[src/dvru_pkg.sv]
// Shared types, codes and constants for the distance-vector route update block.
// Used by dvru_update and by the top level distance_vector_route_update.
`timescale 1ns / 1ps

package dvru_pkg;

	// Field widths fixed by the request and result formats.
	localparam int COST_W      = 7;
	localparam int IDX_W_FIELD = 3;
	localparam int HOP_W       = 4;
	localparam int FIELD_LANES = 8;
	localparam int LINKS_W     = COST_W * FIELD_LANES;
	localparam int ROUTERS_DEF = 8;

	// Saturating "infinite" cost and the empty next-hop code.
	localparam logic [COST_W-1:0] INF_COST = 7'd99;
	localparam logic [HOP_W-1:0]  NO_HOP   = 4'd8;

	// Request action codes.
	localparam logic [2:0] ACT_VECTOR = 3'd0;
	localparam logic [2:0] ACT_LOOKUP = 3'd1;
	localparam logic [2:0] ACT_DEAD   = 3'd2;
	localparam logic [2:0] ACT_ALIVE  = 3'd3;
	localparam logic [2:0] ACT_START  = 3'd4;

	// Result status codes.
	localparam logic [2:0] ST_VECTOR_DONE = 3'd0;
	localparam logic [2:0] ST_DELIVERED   = 3'd1;
	localparam logic [2:0] ST_FORWARD     = 3'd2;
	localparam logic [2:0] ST_DROP        = 3'd3;
	localparam logic [2:0] ST_NOTICE      = 3'd4;

	// Configuration register indexes.
	localparam int CFG_IDX_W = 1;
	localparam logic [CFG_IDX_W-1:0] CFG_SELF  = 1'd0;
	localparam logic [CFG_IDX_W-1:0] CFG_LINKS = 1'd1;

	typedef logic [COST_W-1:0] cost_t;

	// One request as held in the input register.
	typedef struct packed {
		logic [2:0]                        action;
		logic [IDX_W_FIELD-1:0]            source_router;
		logic [IDX_W_FIELD-1:0]            target_router;
		logic [FIELD_LANES-1:0][COST_W-1:0] cost;
	} dvru_req_t;

	// One result as held in the output register.
	typedef struct packed {
		logic [2:0]                        status;
		logic [HOP_W-1:0]                  next_hop;
		logic                              send_vector;
		logic [FIELD_LANES-1:0]            live_mask;
		logic [FIELD_LANES-1:0][COST_W-1:0] cost;
	} dvru_res_t;

	// Any 7-bit cost above the infinite value reads as infinite.
	function automatic cost_t clamp_cost(input logic [COST_W-1:0] v);
		return (v > INF_COST) ? INF_COST : v;
	endfunction

endpackage

[src/dvru_update.sv]
// Single-pass next-state and result logic for one route update request.
// Depends on dvru_pkg; instantiated by distance_vector_route_update.
`timescale 1ns / 1ps

module dvru_update #(
	parameter int LANES = 8
) (
	input  dvru_pkg::dvru_req_t                    req,
	input  logic [dvru_pkg::IDX_W_FIELD-1:0]       self_idx,
	input  logic [dvru_pkg::LINKS_W-1:0]           link_costs,
	input  logic [dvru_pkg::COST_W-1:0]            row_cur [LANES],
	input  logic [dvru_pkg::HOP_W-1:0]             hop_cur [LANES],
	input  logic [LANES-1:0]                       dead_cur,
	input  logic [LANES-1:0]                       live_cur,
	output logic [dvru_pkg::COST_W-1:0]            row_nxt [LANES],
	output logic [dvru_pkg::HOP_W-1:0]             hop_nxt [LANES],
	output logic [LANES-1:0]                       dead_nxt,
	output logic [LANES-1:0]                       live_nxt,
	output dvru_pkg::dvru_res_t                    res
);
	import dvru_pkg::*;

	localparam int IDX_W = (LANES > 1) ? $clog2(LANES) : 1;
	localparam logic [IDX_W_FIELD:0] LANES_L = (IDX_W_FIELD+1)'(LANES);

	logic             src_ok;
	logic             tgt_ok;
	logic [IDX_W-1:0] src_i;
	logic [IDX_W-1:0] tgt_i;
	cost_t            base;
	logic [HOP_W-1:0] tgt_hop;
	logic [LANES-1:0] rb_dead;
	logic [LANES-1:0] gain;
	cost_t            rb_row [LANES];
	logic [HOP_W-1:0] rb_hop [LANES];
	cost_t            rx_row [LANES];
	logic [HOP_W-1:0] rx_hop [LANES];
	logic             rx_changed;

	assign src_i   = req.source_router[IDX_W-1:0];
	assign tgt_i   = req.target_router[IDX_W-1:0];
	assign src_ok  = ({1'b0, req.source_router} < LANES_L) && (req.source_router != self_idx);
	assign tgt_ok  = ({1'b0, req.target_router} < LANES_L);
	assign base    = row_cur[src_i];
	assign tgt_hop = hop_cur[tgt_i];

	// Rebuild of the row from the link costs, used by start and dead notices.
	always_comb begin
		cost_t link_c;
		link_c  = INF_COST;
		rb_dead = dead_cur;
		if (req.action == ACT_DEAD && tgt_ok) begin
			rb_dead[tgt_i] = 1'b1;
		end
		for (int i = 0; i < LANES; i++) begin
			link_c    = clamp_cost(link_costs[COST_W*i +: COST_W]);
			rb_row[i] = link_c;
			gain[i]   = (self_idx != IDX_W_FIELD'(i)) && (link_c != '0) && (link_c < INF_COST);
			if (self_idx == IDX_W_FIELD'(i)) begin
				rb_row[i] = '0;
			end
			if (rb_dead[i]) begin
				rb_row[i] = INF_COST;
			end
			rb_hop[i] = ((rb_row[i] != '0) && (rb_row[i] < INF_COST)) ? HOP_W'(i) : NO_HOP;
		end
	end

	// One Bellman-Ford relaxation step over every lane in parallel.
	always_comb begin
		logic [COST_W:0] sum;
		sum        = '0;
		rx_changed = 1'b0;
		for (int i = 0; i < LANES; i++) begin
			sum = {1'b0, clamp_cost(req.cost[i])} + {1'b0, base};
			if (sum > {1'b0, INF_COST}) begin
				sum = {1'b0, INF_COST};
			end
			rx_row[i] = row_cur[i];
			rx_hop[i] = hop_cur[i];
			if (src_ok && !dead_cur[i] && (sum[COST_W-1:0] < row_cur[i])) begin
				rx_row[i]  = sum[COST_W-1:0];
				rx_hop[i]  = {1'b0, req.source_router};
				rx_changed = 1'b1;
			end
		end
	end

	// Select the next state and the result by action.
	always_comb begin
		row_nxt         = row_cur;
		hop_nxt         = hop_cur;
		dead_nxt        = dead_cur;
		live_nxt        = live_cur;
		res.status      = ST_VECTOR_DONE;
		res.next_hop    = NO_HOP;
		res.send_vector = 1'b0;
		case (req.action)
			ACT_VECTOR: begin
				row_nxt         = rx_row;
				hop_nxt         = rx_hop;
				res.send_vector = rx_changed;
			end
			ACT_LOOKUP: begin
				if (!tgt_ok) begin
					res.status = ST_DROP;
				end else if (req.target_router == self_idx) begin
					res.status = ST_DELIVERED;
				end else if (tgt_hop != NO_HOP) begin
					res.status   = ST_FORWARD;
					res.next_hop = tgt_hop;
				end else begin
					res.status = ST_DROP;
				end
			end
			ACT_DEAD, ACT_START: begin
				row_nxt         = rb_row;
				hop_nxt         = rb_hop;
				dead_nxt        = rb_dead;
				live_nxt        = (live_cur | gain) & ~rb_dead;
				res.status      = ST_NOTICE;
				res.send_vector = 1'b1;
			end
			ACT_ALIVE: begin
				if (tgt_ok) begin
					dead_nxt[tgt_i] = 1'b0;
				end
				res.status = ST_NOTICE;
			end
			default: begin
				res.status = ST_VECTOR_DONE;
			end
		endcase

		// Every result carries the updated row and live flags.
		res.live_mask = '0;
		for (int j = 0; j < FIELD_LANES; j++) begin
			res.cost[j] = INF_COST;
		end
		for (int i = 0; i < LANES; i++) begin
			res.live_mask[i] = live_nxt[i];
			res.cost[i]      = row_nxt[i];
		end
	end

endmodule

[src/distance_vector_route_update.sv]
// Top level of the distance-vector route update block; uses dvru_pkg and dvru_update.
// Throughput: one request per cycle unless the receiver stalls; the input register, the update
// logic and the result register form a two-register pipeline, and state is written as the
// result is registered.
// Reset clears the pipeline, sets every distance to 99 and every next hop to none,
// clears the dead and live flags, and clears both configuration registers.
`timescale 1ns / 1ps

module distance_vector_route_update #(
	parameter int ROUTERS = dvru_pkg::ROUTERS_DEF
) (
	input  logic                                clk,
	input  logic                                arst_n,
	input  logic                                cfg_we,
	input  logic [dvru_pkg::CFG_IDX_W-1:0]      cfg_index,
	input  logic [dvru_pkg::LINKS_W-1:0]        cfg_data,
	input  logic                                in_valid,
	output logic                                in_stall,
	input  logic [2:0]                          action,
	input  logic [dvru_pkg::IDX_W_FIELD-1:0]    source_router,
	input  logic [dvru_pkg::IDX_W_FIELD-1:0]    target_router,
	input  logic [dvru_pkg::COST_W-1:0]         cost_in_0,
	input  logic [dvru_pkg::COST_W-1:0]         cost_in_1,
	input  logic [dvru_pkg::COST_W-1:0]         cost_in_2,
	input  logic [dvru_pkg::COST_W-1:0]         cost_in_3,
	input  logic [dvru_pkg::COST_W-1:0]         cost_in_4,
	input  logic [dvru_pkg::COST_W-1:0]         cost_in_5,
	input  logic [dvru_pkg::COST_W-1:0]         cost_in_6,
	input  logic [dvru_pkg::COST_W-1:0]         cost_in_7,
	output logic                                out_valid,
	input  logic                                out_stall,
	output logic [2:0]                          status,
	output logic [dvru_pkg::HOP_W-1:0]          next_hop,
	output logic                                send_vector,
	output logic [dvru_pkg::FIELD_LANES-1:0]    live_mask,
	output logic [dvru_pkg::COST_W-1:0]         cost_out_0,
	output logic [dvru_pkg::COST_W-1:0]         cost_out_1,
	output logic [dvru_pkg::COST_W-1:0]         cost_out_2,
	output logic [dvru_pkg::COST_W-1:0]         cost_out_3,
	output logic [dvru_pkg::COST_W-1:0]         cost_out_4,
	output logic [dvru_pkg::COST_W-1:0]         cost_out_5,
	output logic [dvru_pkg::COST_W-1:0]         cost_out_6,
	output logic [dvru_pkg::COST_W-1:0]         cost_out_7
);
	import dvru_pkg::*;

	// Only the first eight routers are carried by the payload fields.
	localparam int LANES = (ROUTERS < FIELD_LANES) ? ROUTERS : FIELD_LANES;
	localparam logic [HOP_W-1:0] LANES_H = HOP_W'(LANES);

	// Configuration and routing state.
	logic [IDX_W_FIELD-1:0] self_q;
	logic [LINKS_W-1:0]     links_q;
	cost_t                  row_q  [LANES];
	logic [HOP_W-1:0]       hop_q  [LANES];
	logic [LANES-1:0]       dead_q;
	logic [LANES-1:0]       live_q;

	// Pipeline registers.
	logic       valid_s1;
	dvru_req_t  req_s1;
	logic       valid_s2;
	dvru_res_t  res_s2;

	cost_t            row_nxt [LANES];
	logic [HOP_W-1:0] hop_nxt [LANES];
	logic [LANES-1:0] dead_nxt;
	logic [LANES-1:0] live_nxt;
	dvru_res_t        res_nxt;
	logic             advance;

	// The result register frees when empty or when its request is taken.
	assign advance  = !valid_s2 || !out_stall;
	assign in_stall = valid_s1 && !advance;

	// Input register.
	always_ff @(posedge clk or negedge arst_n) begin
		if (!arst_n) begin
			valid_s1 <= 1'b0;
		end else if (!in_stall) begin
			valid_s1 <= in_valid;
		end
	end

	always_ff @(posedge clk) begin
		if (in_valid && !in_stall) begin
			req_s1.action        <= action;
			req_s1.source_router <= source_router;
			req_s1.target_router <= target_router;
			req_s1.cost          <= {cost_in_7, cost_in_6, cost_in_5, cost_in_4,
				cost_in_3, cost_in_2, cost_in_1, cost_in_0};
		end
	end

	dvru_update #(
		.LANES(LANES)
	) u_update (
		.req        (req_s1),
		.self_idx   (self_q),
		.link_costs (links_q),
		.row_cur    (row_q),
		.hop_cur    (hop_q),
		.dead_cur   (dead_q),
		.live_cur   (live_q),
		.row_nxt    (row_nxt),
		.hop_nxt    (hop_nxt),
		.dead_nxt   (dead_nxt),
		.live_nxt   (live_nxt),
		.res        (res_nxt)
	);

	// Result register valid.
	always_ff @(posedge clk or negedge arst_n) begin
		if (!arst_n) begin
			valid_s2 <= 1'b0;
		end else if (advance) begin
			valid_s2 <= valid_s1;
		end
	end

	always_ff @(posedge clk) begin
		if (advance && valid_s1) begin
			res_s2 <= res_nxt;
		end
	end

	// Routing state commits as the request moves into the result register.
	always_ff @(posedge clk or negedge arst_n) begin
		if (!arst_n) begin
			for (int i = 0; i < LANES; i++) begin
				row_q[i] <= INF_COST;
				hop_q[i] <= NO_HOP;
			end
			dead_q <= '0;
			live_q <= '0;
		end else if (advance && valid_s1) begin
			row_q  <= row_nxt;
			hop_q  <= hop_nxt;
			dead_q <= dead_nxt;
			live_q <= live_nxt;
		end
	end

	// Configuration writes.
	always_ff @(posedge clk or negedge arst_n) begin
		if (!arst_n) begin
			self_q  <= '0;
			links_q <= '0;
		end else if (cfg_we) begin
			case (cfg_index)
				CFG_SELF:  self_q  <= cfg_data[IDX_W_FIELD-1:0];
				CFG_LINKS: links_q <= cfg_data;
				default:   self_q  <= self_q;
			endcase
		end
	end

	// Output ports.
	assign out_valid   = valid_s2;
	assign status      = res_s2.status;
	assign next_hop    = res_s2.next_hop;
	assign send_vector = res_s2.send_vector;
	assign live_mask   = res_s2.live_mask;
	assign cost_out_0  = res_s2.cost[0];
	assign cost_out_1  = res_s2.cost[1];
	assign cost_out_2  = res_s2.cost[2];
	assign cost_out_3  = res_s2.cost[3];
	assign cost_out_4  = res_s2.cost[4];
	assign cost_out_5  = res_s2.cost[5];
	assign cost_out_6  = res_s2.cost[6];
	assign cost_out_7  = res_s2.cost[7];

	// A router flagged dead is never a live neighbor.
	a_live_dead_disjoint: assert property (@(posedge clk) disable iff (!arst_n)
		(live_q & dead_q) == '0)
		else $error("live and dead flags overlap");

	// A forward result names a real router.
	a_forward_hop: assert property (@(posedge clk) disable iff (!arst_n)
		(out_valid && status == ST_FORWARD) |-> (next_hop < LANES_H))
		else $error("forward result without a valid next hop");

	// Any other result reports no next hop.
	a_no_hop: assert property (@(posedge clk) disable iff (!arst_n)
		(out_valid && status != ST_FORWARD) |-> (next_hop == NO_HOP))
		else $error("next hop given on a non-forward result");

	// A request held by a full result register stays in the input register.
	a_s1_hold: assert property (@(posedge clk) disable iff (!arst_n)
		(valid_s1 && !advance) |=> (valid_s1 && $stable(req_s1)))
		else $error("held request lost from the input register");

endmodule

[config.mk]
export PLATFORM = sky130hd
export DESIGN_NAME = distance_vector_route_update
export DESIGN_NICKNAME = d
export VERILOG_FILES = /design/src/dvru_pkg.sv /design/src/dvru_update.sv /design/src/distance_vector_route_update.sv
export SDC_FILE = /design/constraint.sdc
export NUM_CORES = 1
export LEC_CHECK = 0
export CAP_MARGIN = 40
export CORE_MARGIN = 1.5
export CORE_UTILIZATION = 60
export CTS_BUF_LIST = sky130_fd_sc_hd__clkbuf_16
export CTS_CLUSTER_SIZE = 10
export DETAILED_ROUTE_END_ITERATION = 7
export DONT_BUFFER_PORTS = 1
export PLACE_DENSITY = 0.79
export SYNTH_ARGS = -nofsm -noshare
export SYNTH_HDL_FRONTEND = slang
export SYNTH_SLANG_ARGS = --single-unit
[constraint.sdc]
create_clock -name clk -period 7.75 [get_ports clk]
set_input_delay 1.55 -clock clk [delete_from_list [all_inputs] [get_ports clk]]
set_output_delay 1.55 -clock clk [all_outputs]
set_load 0.02 [all_outputs]
==> impl.org, run 1 <==
** Status
- Run status :: finished, final reports clean

** CTS
- Clock Pin Slew Worst Setup and Hold Paths :: 0.06 ns
- CTS placed an instance of sky130_fd_sc_hd__clkbuf_16 at the clock tree root.
- H-tree level count :: 2
- Number of buffers created by CTS :: 37
- TritonCTS built the clock tree.
- Number of buffers on the longest clock path :: 3
- At the later pin of the worst-skew pair, clock insertion delay measures 0.55 ns.
- The number of hold buffers added after CTS was 0.
- Buffers added to address setup during post-CTS repair amount to 0.
- Post-CTS repair changed the size of 0 cells.
- Total clock sinks :: 302

** Die
- For this design the top-level I/O count stands at 201.
- Area inside the core boundary :: 29800 sq um
- Total die area :: 31500 sq um
- Starting utilization of the core area :: 61.3%
- Chip width :: 178 um
- Die span in y :: 178 um
- Std cell rows :: 63

** Worst setup path
- Max FO, Critical Path :: 10
- Count of buffer and inverter cells on the critical path :: 3
- Levels on crit path :: 21
- At the worst endpoint, the arrival time is 7.09 ns.
- Setup slack on the worst reg-to-reg path comes out at 0.93 ns.
- Cell depth of the worst flop-to-flop path :: 21
- Nature of the critical path startpoint :: flop
- On the critical path, the stage with the largest delay is an instance of sky130_fd_sc_hd__edfxtp_1.
- Kind of end point of the critical path :: flop
- Kind of cell adding the most delay to the critical path :: compound AO/OA/AOI/OAI gates
- Classification of the worst setup path :: reg -> reg
- Required time reported for the critical path endpoint :: 8.03 ns
- List of cells traversed by the critical path :: buf_4 -> mux4_2 -> mux2i_1 -> buf_4 -> inv_1 -> fa_1 -> a21o_1 -> a21oi_1 -> o22ai_1 -> a21oi_1 -> a211o_1 -> o211ai_1 -> nor2_1 -> ha_1 -> o2111ai_1 -> or2_2 -> a2111oi_0 -> nor3_1 -> a2111oi_0 -> nand4_1 -> o31a_1
- The largest single stage delay on the critical path is 0.63 ns.

** Synth
- Yosys mapped a number of flops with a built-in enable equal to 137.
- A synthesized cell averages 10.2 sq um.
- Of the total synthesized cell area, the portion taken by AND, OR, NAND and NOR gates is 15.6%.
- The largest total area in the synthesized netlist belongs to sky130_fd_sc_hd__edfxtp_1.
- Summing the areas of all compound-gate instances in the mapped netlist gives 18.0% of the synthesized area.
- sky130_fd_sc_hd__nand2_1 is the most common cell in the netlist.
- Among all flip-flop cells after synthesis, the most frequent one is sky130_fd_sc_hd__edfxtp_1.
- Syn nets :: 2028
- After synthesis, the largest family of logic cells by area is compound AO/OA/AOI/OAI gates.
- Most area-consuming cells after synthesis :: sky130_fd_sc_hd__edfxtp_1, sky130_fd_sc_hd__dfrtp_1, sky130_fd_sc_hd__ha_1
- For this run, asynchronously set or reset flops after synthesis account for 54.6%.
- In the synthesized netlist, mux cells make up 7.30% of the area.
- Top post-synthesis cells by count :: sky130_fd_sc_hd__nand2_1, sky130_fd_sc_hd__edfxtp_1, sky130_fd_sc_hd__nor2_1, sky130_fd_sc_hd__dfrtp_1
- Of the total synthesized cell area, the portion taken by XOR and XNOR cells is 1.68%.
- Sequential share of the synthesized area :: 45.4%
- Distinct cell type count after synthesis :: 87
- Post-synth design cell area :: 18300 sq um
- Post-synthesis instance total :: 1789
- The top cell type by area accounts for 22.5% of the synthesized area.
- Summing the areas of all fa, ha and maj instances in the mapped netlist gives 8.00% of the synthesized area.
- Synthesis inferred 302 register bits.
- Number of warnings printed during yosys synthesis :: 0

** GRT
- Maximum number of pins on one net before global-route repair :: 166
- Number of antenna violations at the first check in global routing :: 1
- The via count of the first global-routing pass is 13635.
- Total congestion overflow :: 0
- The first global-routing pass estimated 79600 um of wire.
- Global routing used 33.7% of the available tracks.

** Routing
- The detail route stage leaves a number of antenna-violating nets equal to 0.
- After detailed routing, the number of vias per cell comes to 6.71.
- The pre-antenna-repair detailed-routing pass consisted of 8 iterations.
- Wires add up to 53100 um.
- After detailed routing, the average wire length per cell comes to 24.3 um.
- Vias :: 14654
- For this run, design rule violations remaining after detail routing come to 0.
- Initial detailed-routing violation count :: 1929

** STA
- Max Clock Freq :: 147 MHz
- After routing, the total negative slack on setup checks comes to 0 ns.
- On the final layout, the worst clock skew is 0.0225 ns.
- Setup violations remaining at the end of the flow were counted as 0.
- In this run the tightest slew margin relative to its limit is 33.8%.
- Portion of the clock cycle consumed by the worst path in the final layout :: 88.0%
- RSZ-0062 raised after global routing :: false
- Max-slew violation total from the final report :: 0
- Least-Margin Pin Slew :: 0.985 ns
- Post-route minimum period :: 6.82 ns
- The number of hold violations in the final report was 0.

** Place
- The wire-length estimate of the detail-placed layout is 38800 um.
- Routability-driven placement finished with a final weighted congestion of 0.984.
- Input and output buffers added on the ports amount to 0.

** Power and ir drop
- Switching share of power :: 44.3%
- Power spread over the standard cell area amounts to 452 nW/um^2.
- Clock power frac :: 18.3%
- For this design the static power due to leakage is 8.32 nW.
- VDD sags by at most 0.241 mV.
- The design draws 8.90 mW.
- For this design the total switching power over the nets is 3.94 mW.
- Design internal power :: 4.96 mW
- Share of total power in sequential cells :: 31.0%
- Gate power share :: 50.7%

** Flow run
- Max-cap violations in this run came to 0.

** Finish
- Fin util :: 66.2%
- At the end of the flow, the number of nets in the layout was 2003.
- Share of layout cells above drive strength 1 :: 13.4%
- The area growth from synthesis to layout is 7.87%.

** Worst hold path
- Hold WC Path Type :: reg -> reg
- WHS Path Cells :: 1
## kinds of logic after synthesis
kind of cell | count (synthesis)
and+or+nand+nor | 583
AOI/OAI and AO/OA | 476
DFF | 302
buffers and inverters | 180
adders and majority gates | 112
muxes | 101
xor gates and xnor gates | 35
## area by class of cell
cell class              count  area (sq um)
inverters                  98           370
clock buffers              38           951
multi-input cells        1307          9250
repair buffers             18           163
fillers                  2306         10100
diodes                      2          5.00
flip-flops and latches    302          8290
well taps                 390           488
clock inverters            30           196
## placed cells by master, fill, tap and decap left out, types with 9 or more instances in the layout
| cell type | count |
|---|---|
| sky130_fd_sc_hd__nand2_1 | 177 |
| sky130_fd_sc_hd__edfxtp_1 | 137 |
| sky130_fd_sc_hd__nor2_1 | 134 |
| sky130_fd_sc_hd__dfrtp_1 | 125 |
| sky130_fd_sc_hd__inv_1 | 121 |
| sky130_fd_sc_hd__a21oi_1 | 104 |
| sky130_fd_sc_hd__ha_1 | 104 |
| sky130_fd_sc_hd__o21ai_0 | 93 |
| sky130_fd_sc_hd__mux2_2 | 78 |
| sky130_fd_sc_hd__nor3_1 | 42 |
| sky130_fd_sc_hd__a21o_1 | 41 |
| sky130_fd_sc_hd__nand2b_1 | 41 |
| sky130_fd_sc_hd__and2_1 | 40 |
| sky130_fd_sc_hd__dfstp_2 | 40 |
| sky130_fd_sc_hd__clkbuf_16 | 38 |
| sky130_fd_sc_hd__a221o_1 | 34 |
| sky130_fd_sc_hd__nand3_1 | 30 |
| sky130_fd_sc_hd__nor2b_1 | 19 |
| sky130_fd_sc_hd__xor2_1 | 19 |
| sky130_fd_sc_hd__mux4_2 | 18 |
| sky130_fd_sc_hd__a31oi_1 | 18 |
| sky130_fd_sc_hd__o31ai_1 | 17 |
| sky130_fd_sc_hd__xnor2_1 | 16 |
| sky130_fd_sc_hd__buf_4 | 16 |
| sky130_fd_sc_hd__a211oi_1 | 15 |
| sky130_fd_sc_hd__nand4_1 | 14 |
| sky130_fd_sc_hd__or2_2 | 14 |
| sky130_fd_sc_hd__o21a_1 | 13 |
| sky130_fd_sc_hd__and3_1 | 12 |
| sky130_fd_sc_hd__o311ai_0 | 12 |
| sky130_fd_sc_hd__or3_1 | 12 |
| sky130_fd_sc_hd__a22oi_1 | 11 |
| sky130_fd_sc_hd__a211o_1 | 10 |
| sky130_fd_sc_hd__a2111oi_0 | 10 |
| sky130_fd_sc_hd__o2bb2ai_1 | 10 |
| sky130_fd_sc_hd__o211ai_1 | 9 |
## layer usage
layer  up-vias  GRT usage (%)  share of wire, %
li1       6575              -                 -
met1      7103           47.5                42
met2       846           49.2                43
met3       130           9.60                11
met4         0           12.7               3.7
met5         -              0                 0
## flip-flops by register name, indices dropped and copies added (netlist names), 4 cells and up
| signal | count |
|---|---|
| req_s1 | 65 |
| links_q | 56 |
| row_q | 56 |
| hop_q | 32 |
| dead_q | 8 |
| live_mask | 8 |
| live_q | 8 |
| cost_out_0 | 7 |
| cost_out_1 | 7 |
| cost_out_2 | 7 |
| cost_out_3 | 7 |
| cost_out_4 | 7 |
| cost_out_5 | 7 |
| cost_out_6 | 7 |
| cost_out_7 | 7 |
| next_hop | 4 |
## path summary, 6_finish.rpt
kind                                       start               endpoint
setup / recovery            req_s1[59]$_DFFE_PP_  send_vector$_DFFE_PP_
hold / removal             hop_q[10]$_DFFE_PN0P_  hop_q[10]$_DFFE_PN0P_
setup reg to reg            req_s1[59]$_DFFE_PP_  send_vector$_DFFE_PP_
hold reg to reg            hop_q[10]$_DFFE_PN0P_  hop_q[10]$_DFFE_PN0P_
max in group asynchronous                 arst_n  row_q[14]$_DFFE_PN1P_
min in group asynchronous                 arst_n  live_q[1]$_DFFE_PN0P_
## power groups by stage
stage / clock [mW] / combinational (mW) / sequential (mW)
2_1_floorplan: 0 / 3.27 / 2.54
3_3_place_gp: 0 / 4.23 / 2.75
3_5_place_dp: 0 / 4.36 / 2.76
4_1_cts: 1.65 / 4.39 / 2.74
5_1_grt: 1.71 / 4.96 / 2.79
6_report: 1.63 / 4.51 / 2.76
## metrics by stage
step | hold slack [ns] | area (sq um) | cells | setup WS (ns)
after floorplan | 0.443 | 18300 | 1789 | 1.38
after global placement | 0.456 | 18500 | 2111 | 1.20
after detailed placement | 0.466 | 18600 | 2115 | 0.967
after CTS | 0.480 | 19700 | 2183 | 0.983
after global routing | 0.497 | 19700 | 2183 | 0.485
final | 0.479 | 19700 | 2185 | 0.933
Note: power is estimated with default switching activity, not from simulation.
==> run 2: changes to the inputs <==
Settings changed: CORE_UTILIZATION 60 to 59, PLACE_DENSITY 0.79 to 0.81, SLEW_MARGIN from default to 20, SYNTH_HIERARCHICAL from default to 1.
Clock period 7.75 ns to 6 ns, I/O delays scaled along.
==> impl.org, run 2 <==
** Die
- Starting utilization of the core area :: 59.6% (was 61.3%)
- The number of placed I/O pins came to 201 (unchanged).
- The number of placement rows came to 65 (was 63).
- Total die area :: 32800 sq um (was 31500 sq um)
- The die width was 181 um (was 178 um).
- Area inside the core boundary :: 31400 sq um (was 29800 sq um)
- The die extent in y is 181 um (was 178 um).

** STA
- Hold Violations, Final :: 0 (unchanged)
- The transition time at the pin with the least slew margin was 0.868 ns (was 0.985 ns).
- Max Clock Freq :: 171 MHz (was 147 MHz)
- Portion of the clock cycle consumed by the worst path in the final layout :: 97.2% (was 88.0%)
- The total of endpoints with negative setup slack in the final report was 0 (unchanged).
- The worst clock skew is 0.0189 ns (was 0.0225 ns).
- Max-slew violation total from the final report :: 0 (unchanged)
- RSZ-0062 raised after global routing :: true (was false)
- The relative max-transition margin is 42.1% (was 33.8%).
- Least setup slack across all paths after layout :: 0.166 ns (was 0.933 ns)
- Post-route minimum period :: 5.83 ns (was 6.82 ns)

** Synth
- The mean post-synth cell area was 10.8 sq um (was 10.2 sq um).
- The count of mapped cells out of synthesis was 1738 (was 1789).
- Synthesis-stage register bit count :: 302 (unchanged)
- Library cell with the largest summed area after synthesis :: sky130_fd_sc_hd__edfxtp_1 (unchanged)
- Distinct cell type count after synthesis :: 80 (was 87)
- Most area-consuming cells after synthesis :: sky130_fd_sc_hd__edfxtp_1, sky130_fd_sc_hd__dfrtp_1, sky130_fd_sc_hd__mux2_2 (was sky130_fd_sc_hd__edfxtp_1, sky130_fd_sc_hd__dfrtp_1, sky130_fd_sc_hd__ha_1)
- Top post-synthesis cells by count :: sky130_fd_sc_hd__nand2_1, sky130_fd_sc_hd__edfxtp_1, sky130_fd_sc_hd__dfrtp_1, sky130_fd_sc_hd__mux2_2, sky130_fd_sc_hd__ha_1 (was sky130_fd_sc_hd__nand2_1, sky130_fd_sc_hd__edfxtp_1, sky130_fd_sc_hd__nor2_1, sky130_fd_sc_hd__dfrtp_1)
- The main flop type after synthesis was sky130_fd_sc_hd__edfxtp_1 (unchanged).
- Most numerous cell in the Yosys netlist :: sky130_fd_sc_hd__nand2_1 (unchanged)
- The portion of synthesized cell area occupied by the leading cell type came to 22.0% (was 22.5%).
- Number of enable-type register cells in the synthesized netlist :: 137 (unchanged)
- The proportion of register bits with asynchronous set or reset after synthesis was 54.6% (unchanged).
- The net count after synthesis came to 1977 (was 2028).
- Number of warnings printed during yosys synthesis :: 6 (was 0)
- The portion of the post-synthesis area used by sequential elements came to 44.3% (was 45.4%).
- Post-synth design cell area :: 18700 sq um (was 18300 sq um)

** GRT
- Maximum number of pins on one net before global-route repair :: 166 (unchanged)
- The via count of the first global-routing pass was 13652 (was 13635).
- The global-route total usage across every layer came to 30.7% (was 33.7%).
- The remaining global-route overflow is 0 (unchanged).
- The number of antenna violations at the first check in global routing was 2 (was 1).
- Global-route wire length before repair :: 77800 um (was 79600 um)

** Worst setup path
- The cell with the largest stage delay on the worst path is sky130_fd_sc_hd__mux4_2 (was sky130_fd_sc_hd__edfxtp_1).
- The endpoint kind of the worst setup timing path is a flop (unchanged).
- Nature of the critical path startpoint :: flop (unchanged)
- Classification of the worst setup path :: reg -> reg (unchanged)
- The arrival time of the worst setup path came to 6.29 ns (was 7.09 ns).
- The required time at the endpoint of the critical path came to 6.45 ns (was 8.03 ns).
- Capture point of the worst reg-to-reg path :: row_q[12]$_DFFE_PN1P_ (was send_vector$_DFFE_PP_)
- List of cells traversed by the critical path :: buf_12 -> mux4_2 -> nand2_1 -> and2_1 -> clkinvlp_4 -> buf_12 -> ha_1 -> a21oi_2 -> o21ai_0 -> a21oi_1 -> xnor2_1 -> and2_1 -> a21oi_1 -> nor3b_4 -> ha_1 -> nand4_1 -> o21ai_0 -> or4_4 -> or4_4 -> a21oi_4 -> o21a_4 -> nor2_2 -> a221o_1 -> mux2_1 (was buf_4 -> mux4_2 -> mux2i_1 -> buf_4 -> inv_1 -> fa_1 -> a21o_1 -> a21oi_1 -> o22ai_1 -> a21oi_1 -> a211o_1 -> o211ai_1 -> nor2_1 -> ha_1 -> o2111ai_1 -> or2_2 -> a2111oi_0 -> nor3_1 -> a2111oi_0 -> nand4_1 -> o31a_1)
- Max FO, Critical Path :: 8 (was 10)
- The critical register-to-register path startpoint is req_s1[59]$_DFFE_PP_ (unchanged).
- The worst reg-to-reg path cell count was 24 (was 21).
- The slack of the worst reg-to-reg path is 0.17 ns (was 0.93 ns).
- Largest stage delay on the critical path :: 0.50 ns (was 0.63 ns)

** Routing
- Detail-routed via count per cell :: 6.49 (was 6.71)
- Vias :: 13844 (was 14654)
- The DRC violation total after the first TritonRoute iteration was 1219 (was 1929).
- Drt pass-1 iters :: 5 (was 8)
- The remaining routing DRC violations was 0 (unchanged).
- The remaining antenna violation count is 0 (unchanged).
- Routed length per placed instance :: 23.8 um (was 24.3 um)
- The overall routed net length is 50800 um (was 53100 um).

** Place
- The count of input and output buffers came to 0 (unchanged).
- Cell count after placement :: 2056 (was 2115)
- Half-perimeter wire length after placement :: 37500 um (was 38800 um)
- The final weighted congestion in routability-driven placement was 0.969 (was 0.984).
- The worst setup timing slack at the placement stage is -0.0450 ns (was 0.967 ns).

** Finish
- The number of flip-flops in the largest register came to 65 (unchanged).
- Largest Register :: req_s1 (unchanged)
- Area grow syn2layout :: 7.61% (was 7.87%)
- The proportion of layout cells with a drive suffix above 1 is 19.2% (was 13.4%).
- The leading cell type in the layout, fill and taps excluded is sky130_fd_sc_hd__nand2_1 (unchanged).
- Largest registers ranked by flip-flop count: req_s1 (65), links_q (56), row_q (56) (unchanged).
- The share of the core filled with cells is 64.1% (was 66.2%).
- The final non-filler cell total came to 2133 (was 2185).
- Commonest non-fill, non-tap cells in the layout :: sky130_fd_sc_hd__nand2_1, sky130_fd_sc_hd__edfxtp_1, sky130_fd_sc_hd__dfrtp_1 (was sky130_fd_sc_hd__nand2_1, sky130_fd_sc_hd__edfxtp_1, sky130_fd_sc_hd__nor2_1)
- Nets :: 1941 (was 2003)

** CTS
- Clock Pin Slew Worst Setup and Hold Paths :: 0.07 ns (was 0.06 ns)
- H-tree level count :: 2 (unchanged)
- Number of buffers created by CTS :: 37 (unchanged)
- CTS tree :: yes (unchanged)
- Clock root cell :: sky130_fd_sc_hd__clkbuf_16 (unchanged)
- The worst-case clock buffer depth was 3 (unchanged).
- The clock net sink count came to 302 (unchanged).
- The hold buffer count at cts was 0 (unchanged).
- The latest clock arrival within the worst-skew pair is 0.54 ns (was 0.55 ns).

** Power and ir drop
- Peak VDD IR :: 0.319 mV (was 0.241 mV)
- Leak Pwr :: 8.41 nW (was 8.32 nW)
- The total power per unit cell area came to 539 nW/um^2 (was 452 nW/um^2).

** Status
- Run status: finished, final reports clean (unchanged).

** Flow run
- Max Cap Violations :: 0 (unchanged)

** Worst hold path
- Hold WC Path Type :: in -> async (was reg -> reg)
[run 2: logic make-up after synthesis]
family | synth area share (%)
adder cells (fa/ha/maj) | 7.82
XOR/XNOR | 1.63
flip-flops | 44.3
AND/OR/NAND/NOR | 12.9
AO/OA/AOI/OAI | 14.4
multiplexers | 12.4
buffers and inverters | 6.44
[run 2: metal layers]
layer,wire [um],GRT usage [%]
met1,20600,38.5
met2,24800,52.3
met3,3670,6.27
met4,1780,12.4
met5,13,0
[run 2: worst max-delay path: cells and delay by family, from the launching register on]
kind | cells | cell delay, ns
DFF | 1 | 0.40
adders and majority gates | 2 | 0.63
and+or+nand+nor | 8 | 1.84
xor gates and xnor gates | 1 | 0.10
AOI/OAI and AO/OA | 8 | 1.53
muxes | 2 | 0.80
buffers and inverters | 3 | 0.43
[run 2: timing repair]
item                                   CTS  global route
setup endpoints to repair               12           104
endpoints found under the hold margin    0             0
cloned                                   0             1
pin swaps                                0             5
resized for setup                        2            25
setup buffers                            0             5
[run 2: worst max path at each step]
stage | cells after the start | to | from | slack (ns)
finish | 24 | row_q[12]$_DFFE_PN1P_ | req_s1[59]$_DFFE_PP_ | 0.17
CTS | 24 | row_q[12]$_DFFE_PN1P_ | req_s1[59]$_DFFE_PP_ | 0.02
floorplan | 23 | row_q[43]$_DFFE_PN1P_ | req_s1[59]$_DFFE_PP_ | 0.009
global placement | 21 | row_q[4]$_DFFE_PN0P_ | req_s1[60]$_DFFE_PP_ | 0.13
global route | 24 | row_q[7]$_DFFE_PN1P_ | req_s1[59]$_DFFE_PP_ | -0.08
detailed placement | 21 | row_q[47]$_DFFE_PN1P_ | req_s1[59]$_DFFE_PP_ | -0.04
[run 2: report_power, final]
part	switching (mW)	total (mW)	internal, mW
clock	0.841	2.00	1.16
sequential	0.667	3.57	2.90
combinational	2.96	5.27	2.30
[run 2: area by class of cell]
type / count / area (sq um)
multi-input cells: 1209 / 9330
fillers: 2456 / 11300
well taps: 402 / 503
clock buffers: 39 / 976
clock inverters: 28 / 113
repair buffers: 65 / 579
flip-flops and latches: 302 / 8290
inverters: 87 / 330
diodes: 1 / 2.50
[run 2: through the flow]
stage	power (mW)	area, sq um	hold WS (ns)	setup TNS (ns)
floorplan	7.26	18700	0.451	0
global placement	8.39	18800	0.454	0
detailed placement	8.55	18800	0.475	-0.239
CTS	10.6	19900	0.346	0
global route	11.5	20100	0.349	-0.440
finish	10.8	20100	0.366	0
